`config.mk`:
```
export PLATFORM = sky130hd
export DESIGN_NAME = overlap_save_fir_filter_flat
export DESIGN_NICKNAME = d
export VERILOG_FILES = /design/src/osf_pkg.sv /design/src/osf_if.sv /design/src/osf_mac.sv /design/src/overlap_save_fir_filter.sv /design/src/flat_wrapper.sv
export SDC_FILE = /design/constraint.sdc
export NUM_CORES = 1
export LEC_CHECK = 0
export ABC_AREA = 1
export BUFFER_PORTS_ARGS = -buffer_cell sky130_fd_sc_hd__buf_2
export CAP_MARGIN = 20
export CORE_ASPECT_RATIO = 0.6
export CORE_MARGIN = 2
export CORE_UTILIZATION = 24
export CTS_CLUSTER_DIAMETER = 50
export DETAILED_ROUTE_END_ITERATION = 10
export HOLD_SLACK_MARGIN = 0.15
export SLEW_MARGIN = 15
export SYNTH_ARGS = -nofsm -noshare
export SYNTH_HDL_FRONTEND = slang
export SYNTH_SLANG_ARGS = --single-unit
```
`constraint.sdc`:
```
create_clock -name clk_i -period 10.3 [get_ports clk_i]
set_clock_uncertainty 0.2 [all_clocks]
set_input_delay 1.03 -clock clk_i [delete_from_list [all_inputs] [get_ports clk_i]]
set_output_delay 1.03 -clock clk_i [all_outputs]
set_load 0.01 [all_outputs]
```
`src/osf_pkg.sv`:
```
`timescale 1ns / 1ps
package osf_pkg;
  localparam int unsigned BlockSizeDef = 8;
  localparam int unsigned NumTaps      = 7;
  localparam int unsigned SampleW      = 16;
  localparam int unsigned OutW         = 20;
  localparam int unsigned CfgIdxW      = 3;
  localparam int unsigned CfgDataW     = 16;
  localparam int unsigned AccW         = 36;

  localparam logic [CfgIdxW-1:0] RegTapCount = 3'd0;
endpackage

```
`src/osf_if.sv`:
```
`timescale 1ns / 1ps
interface osf_in_if;
  logic                                valid;
  logic                                ready;
  logic signed [osf_pkg::SampleW-1:0]  sample_in;
  modport source (output valid, output sample_in, input ready);
  modport sink   (input valid, input sample_in, output ready);
endinterface

interface osf_out_if;
  logic                                valid;
  logic                                ready;
  logic signed [osf_pkg::OutW-1:0]     filtered_sample;
  logic                                last_of_block;
  modport source (output valid, output filtered_sample, output last_of_block, input ready);
  modport sink   (input valid, input filtered_sample, input last_of_block, output ready);
endinterface

```
`src/osf_mac.sv`:
```
`timescale 1ns / 1ps
// While en_i is high, one tap product per cycle into an accumulator; floor shift and saturation at the end.
module osf_mac (
  input  logic                               clk_i,
  input  logic                               clear_i,
  input  logic                               en_i,
  input  logic signed [osf_pkg::SampleW-1:0] tap_i,
  input  logic signed [osf_pkg::SampleW-1:0] smp_i,
  output logic signed [osf_pkg::OutW-1:0]    result_o
);
  localparam int unsigned AccW = osf_pkg::AccW;
  localparam int unsigned OutW = osf_pkg::OutW;
  logic signed [AccW-1:0] acc_q, acc_d;
  logic signed [AccW-1:0] shifted;

  always_comb begin
    acc_d = acc_q;
    if (clear_i) acc_d = '0;
    else if (en_i) acc_d = acc_q + AccW'(tap_i * smp_i);
  end

  always_ff @(posedge clk_i) begin
    acc_q <= acc_d;
  end

  assign shifted = acc_q >>> 15;
  always_comb begin
    if (shifted > AccW'(signed'(524287))) result_o = OutW'(524287);
    else if (shifted < -AccW'(signed'(524288))) result_o = OutW'(-524288);
    else result_o = OutW'(shifted);
  end
endmodule

```
`src/overlap_save_fir_filter.sv`:
```
`timescale 1ns / 1ps
// Channel   | Dir | Payload
// in_if     | in  | sample_in (16b signed)
// out_if    | out | filtered_sample (20b signed), last_of_block
// cfg       | in  | cfg_we_i / cfg_idx_i / cfg_data_i, index 0 tap_count, 1..7 taps
//
// An input beat writes the window memory. When a block completes,
// L = BLOCK_SIZE - m outputs follow; each passes through the MAC
// (one window memory read and one product per cycle), a drain state and an output beat.
// Input is held off while a burst is computed or an output waits.
// Reset clears the write pointer, fill count and window valid bits (no sweep).
// Output stalls hold the burst sequencer.
module overlap_save_fir_filter #(
  parameter int unsigned BLOCK_SIZE = osf_pkg::BlockSizeDef
) (
  input  logic                                clk_i,
  input  logic                                rst_ni,
  input  logic                                cfg_we_i,
  input  logic [osf_pkg::CfgIdxW-1:0]         cfg_idx_i,
  input  logic [osf_pkg::CfgDataW-1:0]        cfg_data_i,
  osf_in_if.sink                              in_if,
  osf_out_if.source                           out_if
);
  localparam int unsigned PtrW = $clog2(BLOCK_SIZE);
  localparam int unsigned SW   = osf_pkg::SampleW;

  typedef enum logic [1:0] {StIdle, StMac, StDrain, StOut} state_e;
  state_e state_q;

  logic [2:0] tap_count_q;
  logic signed [SW-1:0] taps_q [osf_pkg::NumTaps];

  // window memory, circular; ptr_q points at the oldest entry
  logic [SW-1:0] win_mem [BLOCK_SIZE];
  logic [BLOCK_SIZE-1:0] wvalid_q;
  logic [PtrW-1:0] ptr_q;
  logic [2:0] fill_q;
  logic [2:0] pos_q, j_q, m_q;
  logic [SW-1:0] rd_q;
  logic rd_ok_q, rd_en_q;
  logic [2:0] rd_j_q;
  logic last_q;

  logic [2:0] m_eff, len;
  always_comb begin
    m_eff = (tap_count_q == 3'd0) ? 3'd1 : tap_count_q;
    if (32'(m_eff) > BLOCK_SIZE - 1) m_eff = 3'(BLOCK_SIZE - 1);
    len = 3'(BLOCK_SIZE - 32'(m_eff));
  end

  assign in_if.ready = (state_q == StIdle);
  wire in_fire = in_if.valid && in_if.ready;

  always_ff @(posedge clk_i or negedge rst_ni) begin
    if (!rst_ni) begin
      tap_count_q <= 3'd1;
      for (int i = 0; i < osf_pkg::NumTaps; i++) taps_q[i] <= '0;
    end else if (cfg_we_i) begin
      if (cfg_idx_i == osf_pkg::RegTapCount) tap_count_q <= cfg_data_i[2:0];
      else taps_q[cfg_idx_i - 3'd1] <= signed'(cfg_data_i);
    end
  end

  // window position p maps to address ptr+p (mod BLOCK_SIZE); p = pos - j
  logic [2:0] rd_pos;
  logic [PtrW-1:0] rd_addr;
  logic [31:0] rd_sum;
  assign rd_pos  = pos_q - j_q;
  assign rd_sum  = 32'(ptr_q) + 32'(rd_pos);
  assign rd_addr = PtrW'((rd_sum >= BLOCK_SIZE) ? rd_sum - BLOCK_SIZE : rd_sum);

  always_ff @(posedge clk_i) begin
    if (in_fire) win_mem[ptr_q] <= in_if.sample_in;
    rd_q <= win_mem[rd_addr];
  end

  logic signed [osf_pkg::OutW-1:0] mac_res;
  logic mac_clear;
  assign mac_clear = (state_q == StIdle) || (state_q == StOut && out_if.ready);
  osf_mac u_mac (
    .clk_i, .clear_i(mac_clear),
    .en_i(rd_en_q && rd_ok_q),
    .tap_i(taps_q[rd_j_q]),
    .smp_i(signed'(rd_q)),
    .result_o(mac_res)
  );

  always_ff @(posedge clk_i or negedge rst_ni) begin
    if (!rst_ni) begin
      state_q <= StIdle; ptr_q <= '0; fill_q <= '0; wvalid_q <= '0;
      pos_q <= '0; j_q <= '0; m_q <= '0; rd_ok_q <= 1'b0; rd_en_q <= 1'b0;
      rd_j_q <= '0; last_q <= 1'b0;
    end else begin
      rd_en_q <= 1'b0;
      unique case (state_q)
        StIdle: begin
          if (in_fire) begin
            wvalid_q[ptr_q] <= 1'b1;
            ptr_q <= (32'(ptr_q) == BLOCK_SIZE - 1) ? '0 : ptr_q + PtrW'(1);
            if (fill_q + 3'd1 >= len) begin
              fill_q <= '0; m_q <= m_eff; pos_q <= m_eff; j_q <= '0;
              state_q <= StMac;
            end else begin
              fill_q <= fill_q + 3'd1;
            end
          end
        end
        StMac: begin
          rd_en_q <= (j_q <= pos_q);
          rd_ok_q <= wvalid_q[rd_addr];
          rd_j_q <= j_q;
          if (j_q == m_q - 3'd1) state_q <= StDrain;
          else j_q <= j_q + 3'd1;
        end
        StDrain: begin
          last_q  <= (32'(pos_q) == BLOCK_SIZE - 1);
          state_q <= StOut;
        end
        StOut: begin
          if (out_if.ready) begin
            if (last_q) state_q <= StIdle;
            else begin
              pos_q <= pos_q + 3'd1; j_q <= '0; state_q <= StMac;
            end
          end
        end
        default: state_q <= StIdle;
      endcase
    end
  end

  assign out_if.valid           = (state_q == StOut);
  assign out_if.filtered_sample = mac_res;
  assign out_if.last_of_block   = last_q;

`ifndef SYNTHESIS
  a_no_in_busy: assert property (@(posedge clk_i) disable iff (!rst_ni)
    (state_q != StIdle) |-> !in_if.ready) else $error("input taken mid burst");
  a_out_hold: assert property (@(posedge clk_i) disable iff (!rst_ni)
    (out_if.valid && !out_if.ready) |=> out_if.valid && $stable(out_if.filtered_sample))
    else $error("result dropped");
  a_last_idle: assert property (@(posedge clk_i) disable iff (!rst_ni)
    (out_if.valid && out_if.ready && out_if.last_of_block) |=> state_q == StIdle)
    else $error("burst did not end");
`endif
endmodule
```
`src/flat_wrapper.sv`:
```
// flat-port wrapper written by rule: the top's interface ports become plain ports
module overlap_save_fir_filter_flat 
#(
  parameter int unsigned BLOCK_SIZE = osf_pkg::BlockSizeDef
)
  (clk_i, rst_ni, cfg_we_i, cfg_idx_i, cfg_data_i, in_if_valid, in_if_sample_in, in_if_ready, out_if_valid, out_if_filtered_sample, out_if_last_of_block, out_if_ready);
  osf_in_if in_if_i ();
  osf_out_if out_if_i ();
  input  logic clk_i;
  input  logic rst_ni;
  input  logic cfg_we_i;
  input  logic [osf_pkg::CfgIdxW-1:0] cfg_idx_i;
  input  logic [osf_pkg::CfgDataW-1:0] cfg_data_i;
  input wire logic [$bits(in_if_i.valid)-1:0] in_if_valid;
  input wire logic [$bits(in_if_i.sample_in)-1:0] in_if_sample_in;
  output wire logic [$bits(in_if_i.ready)-1:0] in_if_ready;
  output wire logic [$bits(out_if_i.valid)-1:0] out_if_valid;
  output wire logic [$bits(out_if_i.filtered_sample)-1:0] out_if_filtered_sample;
  output wire logic [$bits(out_if_i.last_of_block)-1:0] out_if_last_of_block;
  input wire logic [$bits(out_if_i.ready)-1:0] out_if_ready;
  assign in_if_i.valid = in_if_valid;
  assign in_if_i.sample_in = in_if_sample_in;
  assign in_if_ready = in_if_i.ready;
  assign out_if_valid = out_if_i.valid;
  assign out_if_filtered_sample = out_if_i.filtered_sample;
  assign out_if_last_of_block = out_if_i.last_of_block;
  assign out_if_i.ready = out_if_ready;
  overlap_save_fir_filter #(.BLOCK_SIZE(BLOCK_SIZE)) u_core (.clk_i(clk_i), .rst_ni(rst_ni), .cfg_we_i(cfg_we_i), .cfg_idx_i(cfg_idx_i), .cfg_data_i(cfg_data_i), .in_if(in_if_i), .out_if(out_if_i));
endmodule
```
==> implementation parameters <==
Parameter                              Value

Status
  Result of the run    finished, final reports clean

Critical path
  Worst setup SP type    flip-flop
  Depth of the worst register-to-register path    26
  Buf+Inv Stages, Crit Path    7
  Capture point of the worst reg-to-reg path    u_core.u_mac.acc_q[26]$_SDFFE_PP0P_
  WP depth    26
  Critical-path maximum fanout    34
  Worst flop-to-flop path startpoint    u_core.rd_j_q[1]$_DFFE_PN0P_
  Kind of capture point of the worst setup path    flip-flop
  Data arrival time of the worst path    8.83 ns
  Cell with the biggest individual delay on the critical path    dfrtp_1
  Required time of the worst setup path    10.59 ns
  Reg2reg setup slack    between 1.5 and 2 ns
  Worst setup startpoint    u_core.rd_j_q[1]$_DFFE_PN0P_
  Kind of cell with the highest combined delay on the critical path    adder cells
  Start-to-end type of the worst setup path    reg2reg
  Maximum single-stage delay on the critical path    ~0.76 ns

Global routing
  Overall routing resource usage    13.5%
  Overflow left after global routing    0
  Number of antenna violations at the first check in global routing    6
  Number of global-route vias before repair    19635
  First-pass GRT wire length    116000 µm
  Largest net degree at the start of global routing    76

Floorplan
  Horizontal die dimension    428 µm
  Core area    107000 µm²
  Number of primary I/O pins    63
  Floorplan die height    258 µm
  Floorplan die area    110000 µm²
  Core Rows    93
  Initial core utilization    between 20% and 30%

Yosys
  Unique masters post-synth    between 40 and 50
  Avg Inst Size Synth    about 9 µm²
  Total number of yosys warnings    0
  Sequential cell area fraction in the yosys report    between 30% and 40%
  Cell area after synthesis    25800 µm²
  Post-synthesis cell count    ~2900
  FF+latch count, synth    326
  Net count of the mapped netlist    3398

Final layout
  Area growth from synthesis to layout    12.6%
  Proportion of layout cells with a drive suffix above 1    under 10%
  Number of nets in the finished design    3424

Worst hold path
  Number of cells on the worst hold path    2
  Hold Startpoint    u_core.wvalid_q[7]$_DFFE_PN0P_
  Hold WC Path Type    reg2reg
  Capture endpoint of the worst hold path    u_core.wvalid_q[7]$_DFFE_PN0P_

CTS
  Number of buffers inserted during clock tree synthesis    40
  CTS sink count    326
  Post-CTS Setup Bufs    0
  Clk slew on worst S/H paths    0.06 ns
  Buffer depth of the longest clock path    3
  Cell chosen for the clock root    clkbuf_16
  Number of cells upsized or downsized after cts    0
  Number of H-tree levels    2
  Latest clock arrival within the worst-skew pair    0.59 ns
  Cts-stage hold buffer count    0
  Clock tree from TritonCTS    yes

STA
  Maximum operating frequency    0.117 GHz
  Fraction of the cycle the final worst path needs    82.9%
  Final min period    8.54 ns
  Headroom to the max-slew limit    30.7%
  Number of failing setup endpoints in the final timing report    0
  Final count of hold timing violations    0
  Sum Neg Setup Slack    0 ns
  Transition at the pin with the smallest max-transition slack    1.04 ns
  Final Slew Violations    0
  RSZ-0062 raised after global routing    false

Drt
  Detailed-route vias per instance    between 4 and 5
  Remaining design rule violation count    0
  Number of routed nets with antenna violations    0
  Average detailed-routed wire length per instance    about 16 µm
  First drt pass iteration count    5
  Wire length reported by the detailed router    72100 µm
  Number of design-rule violations left by the first detailed-router iteration    1727
  DR vias    19149

Place
  Global placer's final weighted congestion    0.938
  Port Buffers    62
  Hpwl dp    roughly 55000 µm

Job
  Number of max-cap violations    0
-- state kept, by name, indices dropped and copies added (netlist names) --
register,count
u_core.win_mem,128
u_core.taps_q,112
u_core.u_mac.acc_q,36
u_core.rd_q,16
u_core.wvalid_q,8
u_core.fill_q,3
u_core.j_q,3
u_core.m_q,3
u_core.pos_q,3
u_core.ptr_q,3
u_core.rd_j_q,3
u_core.tap_count_q,3
u_core.state_q,2
u_core.out_if.last_of_block,1
u_core.rd_en_q,1
u_core.rd_ok_q,1
-- cells by family after synthesis --
family          synth area share [%]
mux                            0.620
fa+ha+maj                       30.7
xor+xnor                       0.809
buf+inv                         11.0
flops                           33.1
compound gates                  9.77
simple gates                    14.0
-- worst max-delay path by stage --
stage,end
final,u_core.u_mac.acc_q[26]$_SDFFE_PP0P_
after global routing,u_core.u_mac.acc_q[34]$_SDFFE_PP0P_
after CTS,u_core.u_mac.acc_q[34]$_SDFFE_PP0P_
after detailed placement,u_core.u_mac.acc_q[34]$_SDFFE_PP0P_
after global placement,u_core.u_mac.acc_q[34]$_SDFFE_PP0P_
after floorplan,u_core.u_mac.acc_q[35]$_SDFFE_PP0P_
-- final cells by class --
| type | instances | area, µm² |
|---|---|---|
| antenna | 1 | 2.50 |
| clock buffer | 48 | 1080 |
| clock inverter | 26 | 315 |
| fill | 11508 | 78000 |
| inverter | 631 | 2380 |
| multi-input combinational | 1856 | 14500 |
| sequential | 326 | 8540 |
| tap | 1425 | 1780 |
| timing repair buffer | 84 | 504 |
-- Yosys cell counts, drive strengths merged --
library cell	n	share of area [%]
dfstp	1	0.10
nand2	522	7.8
nand4	6	0.15
and2	1	0.024
o21a	3	0.087
nand3	53	1.0
mux2i	16	0.62
o221ai	17	0.58
buf	33	0.78
dfxtp	52	4.0
o21ai	268	5.2
inv	630	9.2
a21oi	115	2.2
or2	7	0.17
nor2	306	4.6
o211ai	32	0.93
nand3b	1	0.029
nor3	6	0.14
a21boi	1	0.029
dfrtp	145	14
fa	316	24
nand2b	1	0.024
edfxtp	128	15
ha	129	6.2
clkbuf	67	0.97
xor2	15	0.51
a21o	1	0.029
clkinv	1	0.015
xnor2	8	0.30
o21bai	7	0.20
a31oi	18	0.44
a211oi	2	0.058
and3	2	0.048
nor4	3	0.073
-- layer usage --
layer,part of all wire [%],vias to the layer above,global-route usage [%]
met5,0.018,-,0
met4,1.4,2,2.49
met1,49,9368,20.3
met3,11,70,4.51
met2,39,670,18.7
li1,-,9039,-
-- worst min-delay path, stage by stage, from the launching register on --
cell and delay [ns]:
dfrtp_1 0.32, inv_1 0.05, o21ai_0 0.06
-- cell usage in the layout, fill, tap and decap left out, drive strengths merged, types with 5 or more instances in the layout --
cell,Yosys,final
a21oi,115,115
a31oi,18,18
buf,33,84
clkbuf,67,48
clkinv,1,11
clkinvlp,0,5
dfrtp,145,145
dfxtp,52,52
edfxtp,128,128
fa,316,316
ha,129,129
inv,630,638
mux2i,16,16
nand2,522,522
nand3,53,53
nand4,6,6
nor2,306,306
nor3,6,6
o211ai,32,32
o21ai,268,268
o21bai,7,7
o221ai,17,17
or2,7,7
xnor2,8,8
xor2,15,15
-- per-stage QoR --
step | hold WS (ns) | area [µm²] | setup slack, ns | utilization (%) | instances
after global routing | 0.287 | 29100 | 1.24 | 27.2 | 4396
after global placement | 0.241 | 27600 | 2.01 | 25.8 | 4318
final | 0.258 | 29100 | 1.76 | 27.2 | 4397
after CTS | 0.260 | 29000 | 1.85 | 27.1 | 4393
after floorplan | 0.227 | 25800 | 3.85 | - | 2913
after detailed placement | 0.245 | 27600 | 1.93 | 25.8 | 4319
Power is left out: the tool's default activity adds up to more than one toggle a clock period on the data nets, which glitch-free logic cannot reach.
